==> src/rtl/assert_macros.svh <==
// Assertion macros used by the color converter RTL.
`ifndef ASSERT_MACROS_SVH
`define ASSERT_MACROS_SVH

// Check that cons holds in the same cycle as ante.
`define ASSERT_IMPLIES(label, clk, rst, ante, cons, msg) \
  label: assert property (@(posedge clk) disable iff (rst) (ante) |-> (cons)) \
    else $error(msg);

// Check a sequence that starts in the cycle of ante.
`define ASSERT_SEQ(label, clk, rst, ante, seq, msg) \
  label: assert property (@(posedge clk) disable iff (rst) (ante) |-> seq) \
    else $error(msg);

`endif

==> src/rtl/hsv_pkg.sv <==
// Types and constants of the HSV to GRB color converter.
`default_nettype none
package hsv_pkg;

  typedef struct packed {
    logic [8:0] hue_deg;
    logic [6:0] sat_pct;
    logic [6:0] val_pct;
  } hsv_t;

  typedef struct packed {
    logic [7:0] green;
    logic [7:0] red;
    logic [7:0] blue;
  } grb_t;

  // Channel numerators share the denominator 600000; 600000 fits in 20 bits.
  localparam int NUM_W = 20;

  localparam logic [8:0]       HUE_FULL   = 9'd360;
  localparam logic [8:0]       SECTOR_DEG = 9'd60;
  localparam logic [6:0]       PCT_MAX    = 7'd100;
  localparam logic [NUM_W-1:0] V_SCALE    = 20'd6000;
  localparam logic [NUM_W-1:0] VS_SCALE   = 20'd60;

  // byte = floor(num * 255 / 600000) = floor(num * 17 / 40000)
  localparam logic [4:0]  BYTE_MUL  = 5'd17;
  localparam logic [15:0] BYTE_DEN  = 16'd40000;
  // 17 * floor(2^32 / 40000); the estimate is low by at most one
  localparam logic [20:0] BYTE_RECIP = 21'd1825358;

  localparam logic [2:0] SEC_0 = 3'd0;
  localparam logic [2:0] SEC_1 = 3'd1;
  localparam logic [2:0] SEC_2 = 3'd2;
  localparam logic [2:0] SEC_3 = 3'd3;
  localparam logic [2:0] SEC_4 = 3'd4;
  localparam logic [2:0] SEC_5 = 3'd5;

endpackage
`default_nettype wire

==> src/rtl/hsv_scale.sv <==
// Two-stage scaler: channel numerator over 600000 to a byte.
`default_nettype none
module hsv_scale import hsv_pkg::*; (
  input  wire logic             clk,
  input  wire logic [NUM_W-1:0] num,
  output logic      [7:0]       chan
);

  logic [23:0] x;
  logic [8:0]  q0;
  logic [40:0] est;
  logic [24:0] back;
  logic [23:0] rem;

  assign est = 41'(num) * 41'(BYTE_RECIP);

  always_ff @(posedge clk) begin
    x  <= 24'(num) * 24'(BYTE_MUL);
    q0 <= est[40:32];
  end

  // estimate is low by at most one: one compare fixes it
  assign back = 25'(q0) * 25'(BYTE_DEN);
  assign rem  = x - back[23:0];

  always_ff @(posedge clk) begin
    if (rem >= 24'(BYTE_DEN)) begin
      chan <= 8'(q0 + 9'd1);
    end else begin
      chan <= q0[7:0];
    end
  end

endmodule
`default_nettype wire

==> src/rtl/hsv_to_grb_color_converter.sv <==
// An accepted beat reaches done and grb through the registered hue, product, numerator, scale and routing stages.
// Throughput: one beat per cycle, set by the fully pipelined multiply and scale stages.
// busy is held low; the receiver cannot stall, so no beat ever waits.
// Reset (rst, synchronous, active high) clears the valid bits; data registers keep state.
`default_nettype none
`include "assert_macros.svh"
module hsv_to_grb_color_converter import hsv_pkg::*; (
  input  wire logic clk,
  input  wire logic rst,
  input  wire logic start,
  output logic      busy,
  input  wire hsv_t hsv,
  output logic      done,
  output grb_t      grb
);

  localparam int LAT = 6;

  // stage 1: hue reduction, clamping, sector and triangle term
  logic [8:0] h;
  logic [6:0] s_c;
  logic [6:0] v_c;
  logic [2:0] sec;
  logic [8:0] off;
  logic [5:0] t_c;

  logic [6:0] s1_s;
  logic [6:0] s1_v;
  logic [5:0] s1_t;
  logic [2:0] s1_sec;

  logic [13:0]      s2_vs;
  logic [NUM_W-1:0] s2_v6000;
  logic [5:0]       s2_t;
  logic [2:0]       s2_sec;

  logic [NUM_W-1:0] lo_next;
  logic [NUM_W-1:0] mid_next;
  logic [NUM_W-1:0] hi_n;
  logic [NUM_W-1:0] lo_n;
  logic [NUM_W-1:0] mid_n;
  logic [2:0]       s3_sec;

  logic [2:0] s4_sec;
  logic [2:0] s5_sec;
  logic [7:0] hi_b;
  logic [7:0] lo_b;
  logic [7:0] mid_b;

  logic [4:0] vld;
  grb_t       grb_next;

  assign busy = 1'b0;

  always_comb begin
    h   = (hsv.hue_deg >= HUE_FULL) ? hsv.hue_deg - HUE_FULL : hsv.hue_deg;
    s_c = (hsv.sat_pct > PCT_MAX) ? PCT_MAX : hsv.sat_pct;
    v_c = (hsv.val_pct > PCT_MAX) ? PCT_MAX : hsv.val_pct;
    priority if (h < 9'(SECTOR_DEG * 1)) sec = SEC_0;
    else if (h < 9'(SECTOR_DEG * 2))     sec = SEC_1;
    else if (h < 9'(SECTOR_DEG * 3))     sec = SEC_2;
    else if (h < 9'(SECTOR_DEG * 4))     sec = SEC_3;
    else if (h < 9'(SECTOR_DEG * 5))     sec = SEC_4;
    else                                 sec = SEC_5;
    off = h - 9'(9'(sec) * SECTOR_DEG);
    // falling edge of the triangle in odd sectors
    t_c = sec[0] ? 6'(SECTOR_DEG) - off[5:0] : off[5:0];
  end

  always_ff @(posedge clk) begin
    s1_s   <= s_c;
    s1_v   <= v_c;
    s1_t   <= t_c;
    s1_sec <= sec;
  end

  // stage 2: products of value
  always_ff @(posedge clk) begin
    s2_vs    <= 14'(s1_v) * 14'(s1_s);
    s2_v6000 <= NUM_W'(s1_v) * V_SCALE;
    s2_t     <= s1_t;
    s2_sec   <= s1_sec;
  end

  // stage 3: channel numerators over 600000
  assign lo_next  = s2_v6000 - NUM_W'(s2_vs) * VS_SCALE;
  assign mid_next = lo_next + NUM_W'(s2_vs) * NUM_W'(s2_t);

  always_ff @(posedge clk) begin
    hi_n   <= s2_v6000;
    lo_n   <= lo_next;
    mid_n  <= mid_next;
    s3_sec <= s2_sec;
  end

  // stages 4 and 5: scale to bytes
  hsv_scale u_scale_hi  (.clk(clk), .num(hi_n),  .chan(hi_b));
  hsv_scale u_scale_lo  (.clk(clk), .num(lo_n),  .chan(lo_b));
  hsv_scale u_scale_mid (.clk(clk), .num(mid_n), .chan(mid_b));

  always_ff @(posedge clk) begin
    s4_sec <= s3_sec;
    s5_sec <= s4_sec;
  end

  // stage 6: route channels by sector
  always_comb begin
    unique case (s5_sec)
      SEC_0:   grb_next = '{green: mid_b, red: hi_b,  blue: lo_b};
      SEC_1:   grb_next = '{green: hi_b,  red: mid_b, blue: lo_b};
      SEC_2:   grb_next = '{green: hi_b,  red: lo_b,  blue: mid_b};
      SEC_3:   grb_next = '{green: mid_b, red: lo_b,  blue: hi_b};
      SEC_4:   grb_next = '{green: lo_b,  red: mid_b, blue: hi_b};
      SEC_5:   grb_next = '{green: lo_b,  red: hi_b,  blue: mid_b};
      default: grb_next = '{green: lo_b,  red: hi_b,  blue: mid_b};
    endcase
  end

  always_ff @(posedge clk) begin
    grb <= grb_next;
  end

  // advance valid bits with the data
  always_ff @(posedge clk) begin
    if (rst) begin
      vld  <= '0;
      done <= 1'b0;
    end else begin
      vld  <= {vld[3:0], start && !busy};
      done <= vld[4];
    end
  end

  `ASSERT_SEQ(a_beat_out, clk, rst, start && !busy, ##LAT done, "accepted beat not delivered")
  `ASSERT_SEQ(a_no_phantom, clk, rst, !start, ##LAT !done, "result beat without input")
  `ASSERT_IMPLIES(a_num_order, clk, rst, vld[2], (lo_n <= mid_n) && (mid_n <= hi_n), "numerators out of order")

endmodule
`default_nettype wire

==> config.mk <==
export PLATFORM = sky130hd
export DESIGN_NAME = hsv_to_grb_color_converter
export DESIGN_NICKNAME = d
export VERILOG_FILES = /design/src/rtl/hsv_pkg.sv /design/src/rtl/hsv_scale.sv /design/src/rtl/hsv_to_grb_color_converter.sv
export VERILOG_INCLUDE_DIRS = /design/src /design/src/rtl
export SDC_FILE = /design/constraint.sdc
export NUM_CORES = 2
export LEC_CHECK = 0
export ABC_AREA = 0
export BUFFER_PORTS_ARGS = -buffer_cell sky130_fd_sc_hd__buf_4
export CAP_MARGIN = 20
export CORE_MARGIN = 1
export CORE_UTILIZATION = 50
export CTS_BUF_LIST = sky130_fd_sc_hd__clkbuf_2 sky130_fd_sc_hd__clkbuf_4 sky130_fd_sc_hd__clkbuf_8
export DETAILED_ROUTE_END_ITERATION = 12
export PLACE_DENSITY = 0.7
export SETUP_SLACK_MARGIN = 0.5
export SLEW_MARGIN = 20
export SYNTH_ARGS = -nofsm -noshare
export SYNTH_HDL_FRONTEND = slang
export SYNTH_SLANG_ARGS = --single-unit
export TNS_END_PERCENT = 5
==> constraint.sdc <==
create_clock -name clk -period 6.2 [get_ports clk]
set_input_delay 0.93 -clock clk [delete_from_list [all_inputs] [get_ports clk]]
set_output_delay 0.93 -clock clk [all_outputs]
set_load 0.03 [all_outputs]
After elaboration in Yosys (flattened, before gate mapping)
Index checks and enable logic that the tools add are counted.
{"block": "totals", "reg_bits": 280, "input_bits": 26, "output_inout_bits": 26, "wordCells": 80}
{"block": "classes", "n_addsub": 11, "n_reduce_logical": 1, "muxes": 11, "n_lt_le_gt_ge": 11, "n_mul": 14, "eq_ne": 4}
{"op": "24-bit case mux with 5 select lines", "count": 1}
{"op": "20-bit by 20-bit multiplier with 40-bit output, second input constant", "count": 2}
{"op": "24-bit by 16-bit greater-or-equal comparator with 1-bit output, second input constant", "count": 3}
{"op": "24-bit subtractor", "count": 3}
{"op": "9-bit by 10-bit multiplier with 18-bit output, second input constant", "count": 3}
{"op": "20-bit by 5-bit multiplier with 24-bit output, second input constant", "count": 2}
{"op": "16-bit by 20-bit multiplier with 36-bit output, second input constant", "count": 1}
{"op": "8-bit by 1-bit adder with 8-bit output, second input constant", "count": 3}
{"op": "8-bit 2-to-1 mux", "count": 3}
{"op": "20-bit adder", "count": 1}
{"op": "14-bit by 6-bit multiplier with 20-bit output", "count": 1}
{"op": "16-bit by 5-bit multiplier with 20-bit output, second input constant", "count": 1}
{"op": "20-bit subtractor", "count": 1}
{"op": "9-bit by 8-bit < comparator with 1-bit output, second input constant", "count": 2}
{"op": "14-bit by 4-bit multiplier with 18-bit output, second input constant", "count": 1}
{"op": "7-bit by 9-bit multiplier with 16-bit output, second input constant", "count": 1}
{"op": "7-bit greater-than comparator, second input constant", "count": 2}
{"op": "7-bit by 7-bit multiplier with 14-bit output", "count": 1}
{"op": "3-bit 2-to-1 mux", "count": 4}
{"op": "9-bit greater-or-equal comparator, second input constant", "count": 1}
{"op": "9-bit by 6-bit < comparator with 1-bit output, second input constant", "count": 1}
{"op": "9-bit by 7-bit < comparator with 1-bit output, second input constant", "count": 1}
{"op": "9-bit < comparator, second input constant", "count": 1}
{"op": "9-bit 2-to-1 mux", "count": 1}
{"op": "other kinds (10)", "count": 11}

Depth between registers and ports, before layout
{"block": "logic_depth", "word_depth": 12, "depth_mapped": 29}

Cells and area by module
A second synthesis with hierarchy kept.
{"block": "hier_totals", "cells_unflattened": 4715, "hier_area_um2": 46079.2}
{"module": "hsv_to_grb_color_converter", "instances": 1, "seq_area_each_um2": 3103.0, "cells_per_inst": 1293, "area_per_inst_um2": 12275.5}
{"module": "hsv_scale at u_scale_mid", "instances": 1, "seq_area_each_um2": 700.7, "cells_per_inst": 1182, "area_per_inst_um2": 11398.4}
{"module": "hsv_scale at u_scale_hi", "instances": 1, "seq_area_each_um2": 700.7, "cells_per_inst": 1125, "area_per_inst_um2": 11217.0}
{"module": "hsv_scale at u_scale_lo", "instances": 1, "seq_area_each_um2": 700.7, "cells_per_inst": 1115, "area_per_inst_um2": 11188.2}

Least setup slack after synthesis
Ideal clock, no wire load.
{"block": "synth_timing", "kind": "register -> register", "from": "register mid_n[8]", "to": "register u_scale_mid.q0[8]", "synth_period_minus_slack_ns": 6.013, "required_time_ns": 6.080, "stages_incl_launch_ff": 23, "setup_ns": 0.120, "path_slack_ns": 0.187, "n_path_buf": 0, "arrival_time_ns": 5.893, "cell_sequence": "dfxtp_1 > ha_1 > inv_1 > fa_1 > inv_1 > fa_1 > fa_1 > inv_1 > fa_1 > inv_1 > fa_1 > fa_1 > ha_1 > o2111ai_1 > a21oi_1 > a2111oi_0 > nor3_1 > o31ai_1 > a311oi_1 > o21ai_0 > nand2b_1 > a21oi_1 > xnor2_1"}
{"block": "synth_via", "elab_chain_len": 1}
{"item": "start: declaration", "line_no": "hsv_to_grb_color_converter.sv:41", "source": "logic [NUM_W-1:0] mid_n;"}
{"item": "start signal: assignment", "line_no": "hsv_to_grb_color_converter.sv:92", "source": "mid_n <= mid_next;"}
{"item": "20-bit by 20-bit multiplier with 40-bit output", "line_no": "hsv_scale.sv:15", "source": "assign est = 41'(num) * 41'(BYTE_RECIP);"}
{"item": "named net u_scale_mid.est[40]", "line_no": "hsv_scale.sv:11", "source": "logic [40:0] est;"}
{"item": "end signal: assignment", "line_no": "hsv_scale.sv:19", "source": "q0 <= est[40:32];"}
{"item": "end: declaration", "line_no": "hsv_scale.sv:10", "source": "logic [8:0] q0;"}
The timed path passes the listed nets, and every way through them passes these cells.
A chain may end at the register's enable or synchronous reset.

Worst setup path in the final report
{"block": "layout_timing", "from": "register mid_n[4]", "to": "register u_scale_mid.q0[8]"}
Same word-level chain as after synthesis.

==> impl_metrics.env <==
export IMPL_slew_headroom=0.303
export IMPL_slowest_delay_ns=0.57
export IMPL_ioPinCount=52
export IMPL_detailed_place_area_um2=45200
export IMPL_final_max_slew_viol_count=0
export IMPL_synthesis_area_um2=42500
export IMPL_timing_worst_setup_path_type="flip-flop to flip-flop"
export IMPL_synth_edff_count=0
export IMPL_cell_count_after_synthesis=4356
export IMPL_finalInstanceArea_um2=47800
export IMPL_rsz0062_at_grt="yes"
export IMPL_crit_path_max_fanout=7
export IMPL_numClockSinks=260
export IMPL_buffer_ports_inserted=50
export IMPL_finalSetupTns_ns=0
export IMPL_die_area_um2=86200
export IMPL_outcome="completed"
export IMPL_avgRoutedWirePerCell_um=16.1
export IMPL_grt_pass1_wl_um=156000
export IMPL_nets=6156
export IMPL_detail_route_first_pass_iterations=5
export IMPL_drtIter0Drc=1443
export IMPL_cp_start_kind="flip-flop"
export IMPL_post_route_period_util=0.960
export IMPL_synth_cell_type_count=82
export IMPL_antenna_left=0
export IMPL_worst_hold_slack_after_final_layout_ns=0.324
export IMPL_worst_endpoint_required_ns=6.75
export IMPL_syn_avg_cell_area_um2=9.76
export IMPL_clock_tree_buffer_depth=3
export IMPL_top_family_by_delay_on_critical_path="adder cells"
export IMPL_die_h_um=294
export IMPL_mostFrequentLayoutCell="sky130_fd_sc_hd__inv_1"
export IMPL_grt_max_degree=67
export IMPL_regToRegSetupSlack_ns=0.25
export IMPL_dpl_hpwl_um=79000
export IMPL_final_setup_skew_ns=0.0300
export IMPL_antenna_found_initial=1
export IMPL_fmax_ghz=0.168
export IMPL_rr_worst_depth=21
export IMPL_fraction_of_layout_cells_with_a_size_suffix_above_1=0.113
export IMPL_gr_total_overflow=0
export IMPL_hold_path_class="flip-flop to flip-flop"
export IMPL_timing_final_crit_period_ns=5.95
export IMPL_drv_max_cap_violation_count=0
export IMPL_launch_point_of_the_worst_reg_to_reg_path="mid_n[4]"
export IMPL_min_path_cells=0
export IMPL_drc_errors=0
export IMPL_clock_tree_root_cell="sky130_fd_sc_hd__clkbuf_8"
export IMPL_most_frequent_cells_in_the_layout="1,035 x sky130_fd_sc_hd__inv_1, 851 x sky130_fd_sc_hd__ha_1, 635 x sky130_fd_sc_hd__fa_1, 217 x sky130_fd_sc_hd__dfxtp_1, 205 x sky130_fd_sc_hd__buf_4"
export IMPL_worst_skew_pair_late_latency_ns=0.67
export IMPL_worstHoldStart="s4_sec[2]"
export IMPL_worst_pin_slew_ns=1.04
export IMPL_synth_flop_cell="sky130_fd_sc_hd__dfxtp_1"
export IMPL_hold_end="s5_sec[2]"
export IMPL_setup_viol_count_final=0
export IMPL_vias=29600
export IMPL_timing_critical_path_mode_cell="sky130_fd_sc_hd__fa_1"
export IMPL_numCtsBuffers=50
export IMPL_critical_path_reg2reg_endpoint="u_scale_mid.q0[8]"
export IMPL_path_buf_inv=3
export IMPL_fin_hold_viols=0
export IMPL_final_core_utilization=0.569
export IMPL_critical_path_slowest_cell="sky130_fd_sc_hd__fa_1"
export IMPL_place_congestion=0.933
export IMPL_viasPerCell=5.14
export IMPL_flow_area_growth_from_synthesis_pct=12.4
export IMPL_htree_levels=2
export IMPL_yosysSeqAreaShare=0.122
export IMPL_setup_worst_path_end_class="flip-flop"
export IMPL_dr_wl_met2_um=44100
export IMPL_row_count=106
export IMPL_routed_wl_met3_um=4220
export IMPL_timing_critical_path_arrival_ns=6.50
export IMPL_yosysWarningCount=0
export IMPL_yosys_register_bits=260
export IMPL_async_reset_ff_frac=0
export IMPL_die_width_um=294
export IMPL_floorplan_initialDensity=0.507
export IMPL_groute_usage_overall=0.224
export IMPL_number_of_global_route_vias_before_repair=31300
export IMPL_drt_met1_wl_um=41700
export IMPL_cts_reportedPaths_clkPinSlew_ns=0.06
export IMPL_synth_fp_nets=5925
export IMPL_drt_wl_total_um=92900
export IMPL_crit_chain="ha_1 > inv_1 > fa_1 > fa_1 > fa_1 > inv_1 > fa_1 > fa_1 > fa_1 > ha_4 > a211oi_4 > a21oi_2 > a2111oi_4 > nor3_4 > o31ai_2 > buf_4 > a311oi_2 > o21ai_1 > nand2b_1 > a21oi_2 > xnor2_1"
export IMPL_cts_tree="yes"
export IMPL_top_layer_used="met4"
export IMPL_core_footprint_um2=84000
[routing by layer]
| metal | vias up | track usage |
|---|---|---|
| li1 | 14500 | - |
| met1 | 14400 | 0.301 |
| met2 | 613 | 0.376 |
| met3 | 173 | 0.0271 |
| met4 | 0 | 0.0711 |
| met5 | - | 0 |
[layout make-up]
cell class / instances / area (um^2)
clock inverter: 23 / 363
multi-input combinational: 3015 / 34200
tap: 1134 / 1420
timing repair buffer: 214 / 1670
clock buffer: 69 / 887
sequential: 260 / 5300
fill: 7134 / 36100
antenna: 1 / 2.50
inverter: 1046 / 3930
[registers in the layout, indices dropped and copies added (netlist names), 16 cells and up]
name           count
u_scale_hi.x      18
s2_v6000          16
u_scale_lo.x      18
grb               24
hi_n              16
mid_n             20
lo_n              18
u_scale_mid.x     18
[synthesized netlist by cell type (5+ instances only)]
master | count | area share
sky130_fd_sc_hd__inv_1 | 1046 | 0.092
sky130_fd_sc_hd__ha_1 | 894 | 0.26
sky130_fd_sc_hd__fa_1 | 649 | 0.31
sky130_fd_sc_hd__dfxtp_1 | 260 | 0.12
sky130_fd_sc_hd__nand2_1 | 179 | 0.016
sky130_fd_sc_hd__a21oi_1 | 163 | 0.019
sky130_fd_sc_hd__xnor2_1 | 160 | 0.033
sky130_fd_sc_hd__nor2_1 | 148 | 0.013
sky130_fd_sc_hd__o21ai_0 | 133 | 0.016
sky130_fd_sc_hd__xor2_1 | 66 | 0.014
sky130_fd_sc_hd__and2_1 | 62 | 0.0091
sky130_fd_sc_hd__nor2b_1 | 49 | 0.0072
sky130_fd_sc_hd__a21o_1 | 48 | 0.0085
sky130_fd_sc_hd__nor3_1 | 44 | 0.0052
sky130_fd_sc_hd__nand3_1 | 41 | 0.0048
sky130_fd_sc_hd__nand2b_1 | 38 | 0.0056
sky130_fd_sc_hd__o21a_1 | 34 | 0.0060
sky130_fd_sc_hd__clkbuf_1 | 32 | 0.0028
sky130_fd_sc_hd__a211oi_1 | 23 | 0.0041
sky130_fd_sc_hd__o21bai_1 | 19 | 0.0034
sky130_fd_sc_hd__or2_2 | 16 | 0.0024
sky130_fd_sc_hd__a31oi_1 | 15 | 0.0022
sky130_fd_sc_hd__and3_1 | 15 | 0.0022
sky130_fd_sc_hd__or3_1 | 15 | 0.0022
sky130_fd_sc_hd__nand4_1 | 14 | 0.0021
sky130_fd_sc_hd__o22ai_1 | 14 | 0.0021
sky130_fd_sc_hd__mux2i_1 | 12 | 0.0028
sky130_fd_sc_hd__o211ai_1 | 12 | 0.0021
sky130_fd_sc_hd__a221oi_1 | 10 | 0.0021
sky130_fd_sc_hd__nor4_1 | 10 | 0.0015
sky130_fd_sc_hd__o2111ai_1 | 10 | 0.0021
sky130_fd_sc_hd__o22a_1 | 10 | 0.0021
sky130_fd_sc_hd__o31ai_1 | 8 | 0.0014
sky130_fd_sc_hd__o41ai_1 | 8 | 0.0016
sky130_fd_sc_hd__a21boi_0 | 7 | 0.0012
sky130_fd_sc_hd__o21ai_1 | 6 | 0.00071
sky130_fd_sc_hd__a31o_2 | 5 | 0.0010
sky130_fd_sc_hd__o221ai_1 | 5 | 0.0010
[logic make-up (layout without fill, tap and decap cells)]
group | after synthesis | in the layout | synth area share
compound gates | 564 | 564 | 0.0840
mux | 17 | 17 | 0.00415
buf+inv | 1082 | 1352 | 0.0958
xor+xnor | 228 | 228 | 0.0474
simple gates | 660 | 661 | 0.0774
flops | 260 | 260 | 0.122
fa+ha+maj | 1544 | 1544 | 0.569
other cells | 1 | 2 | 0.0000882
[per-stage QoR]
| step | instances | setup WS, ns |
|---|---|---|
| 2_1_floorplan | 4356 | 0.441 |
| 3_3_place_gp | 5631 | -0.154 |
| 3_5_place_dp | 5631 | -0.203 |
| 4_1_cts | 5745 | 0.318 |
| 5_1_grt | 5761 | -0.0267 |
| 6_report | 5762 | 0.249 |
[how the worst max path moves through the flow]
stage,slack [ns],to,cells past startpoint,start
after CTS,0.32,u_scale_lo.q0[8],22,lo_n[7]
after global placement,-0.15,u_scale_mid.q0[8],25,mid_n[3]
final,0.25,u_scale_mid.q0[8],21,mid_n[4]
after global routing,-0.03,u_scale_lo.chan[4],24,u_scale_lo.q0[0]
after detailed placement,-0.20,u_scale_mid.q0[8],25,mid_n[3]
after floorplan,0.44,mid_n[19],25,s2_vs[1]
[repair_timing]
| action | CTS | global route |
|---|---|---|
| resized for setup | 151 | 69 |
| hold buffers | 0 | 0 |
| pin swaps | 107 | 51 |
| endpoints found under the setup margin | 48 | 55 |
| buffers inserted | 22 | 15 |
| cloned | 0 | 1 |
Power is not shown: default switching activity piles up to over one toggle a cycle in this logic, so the estimate is an artifact.
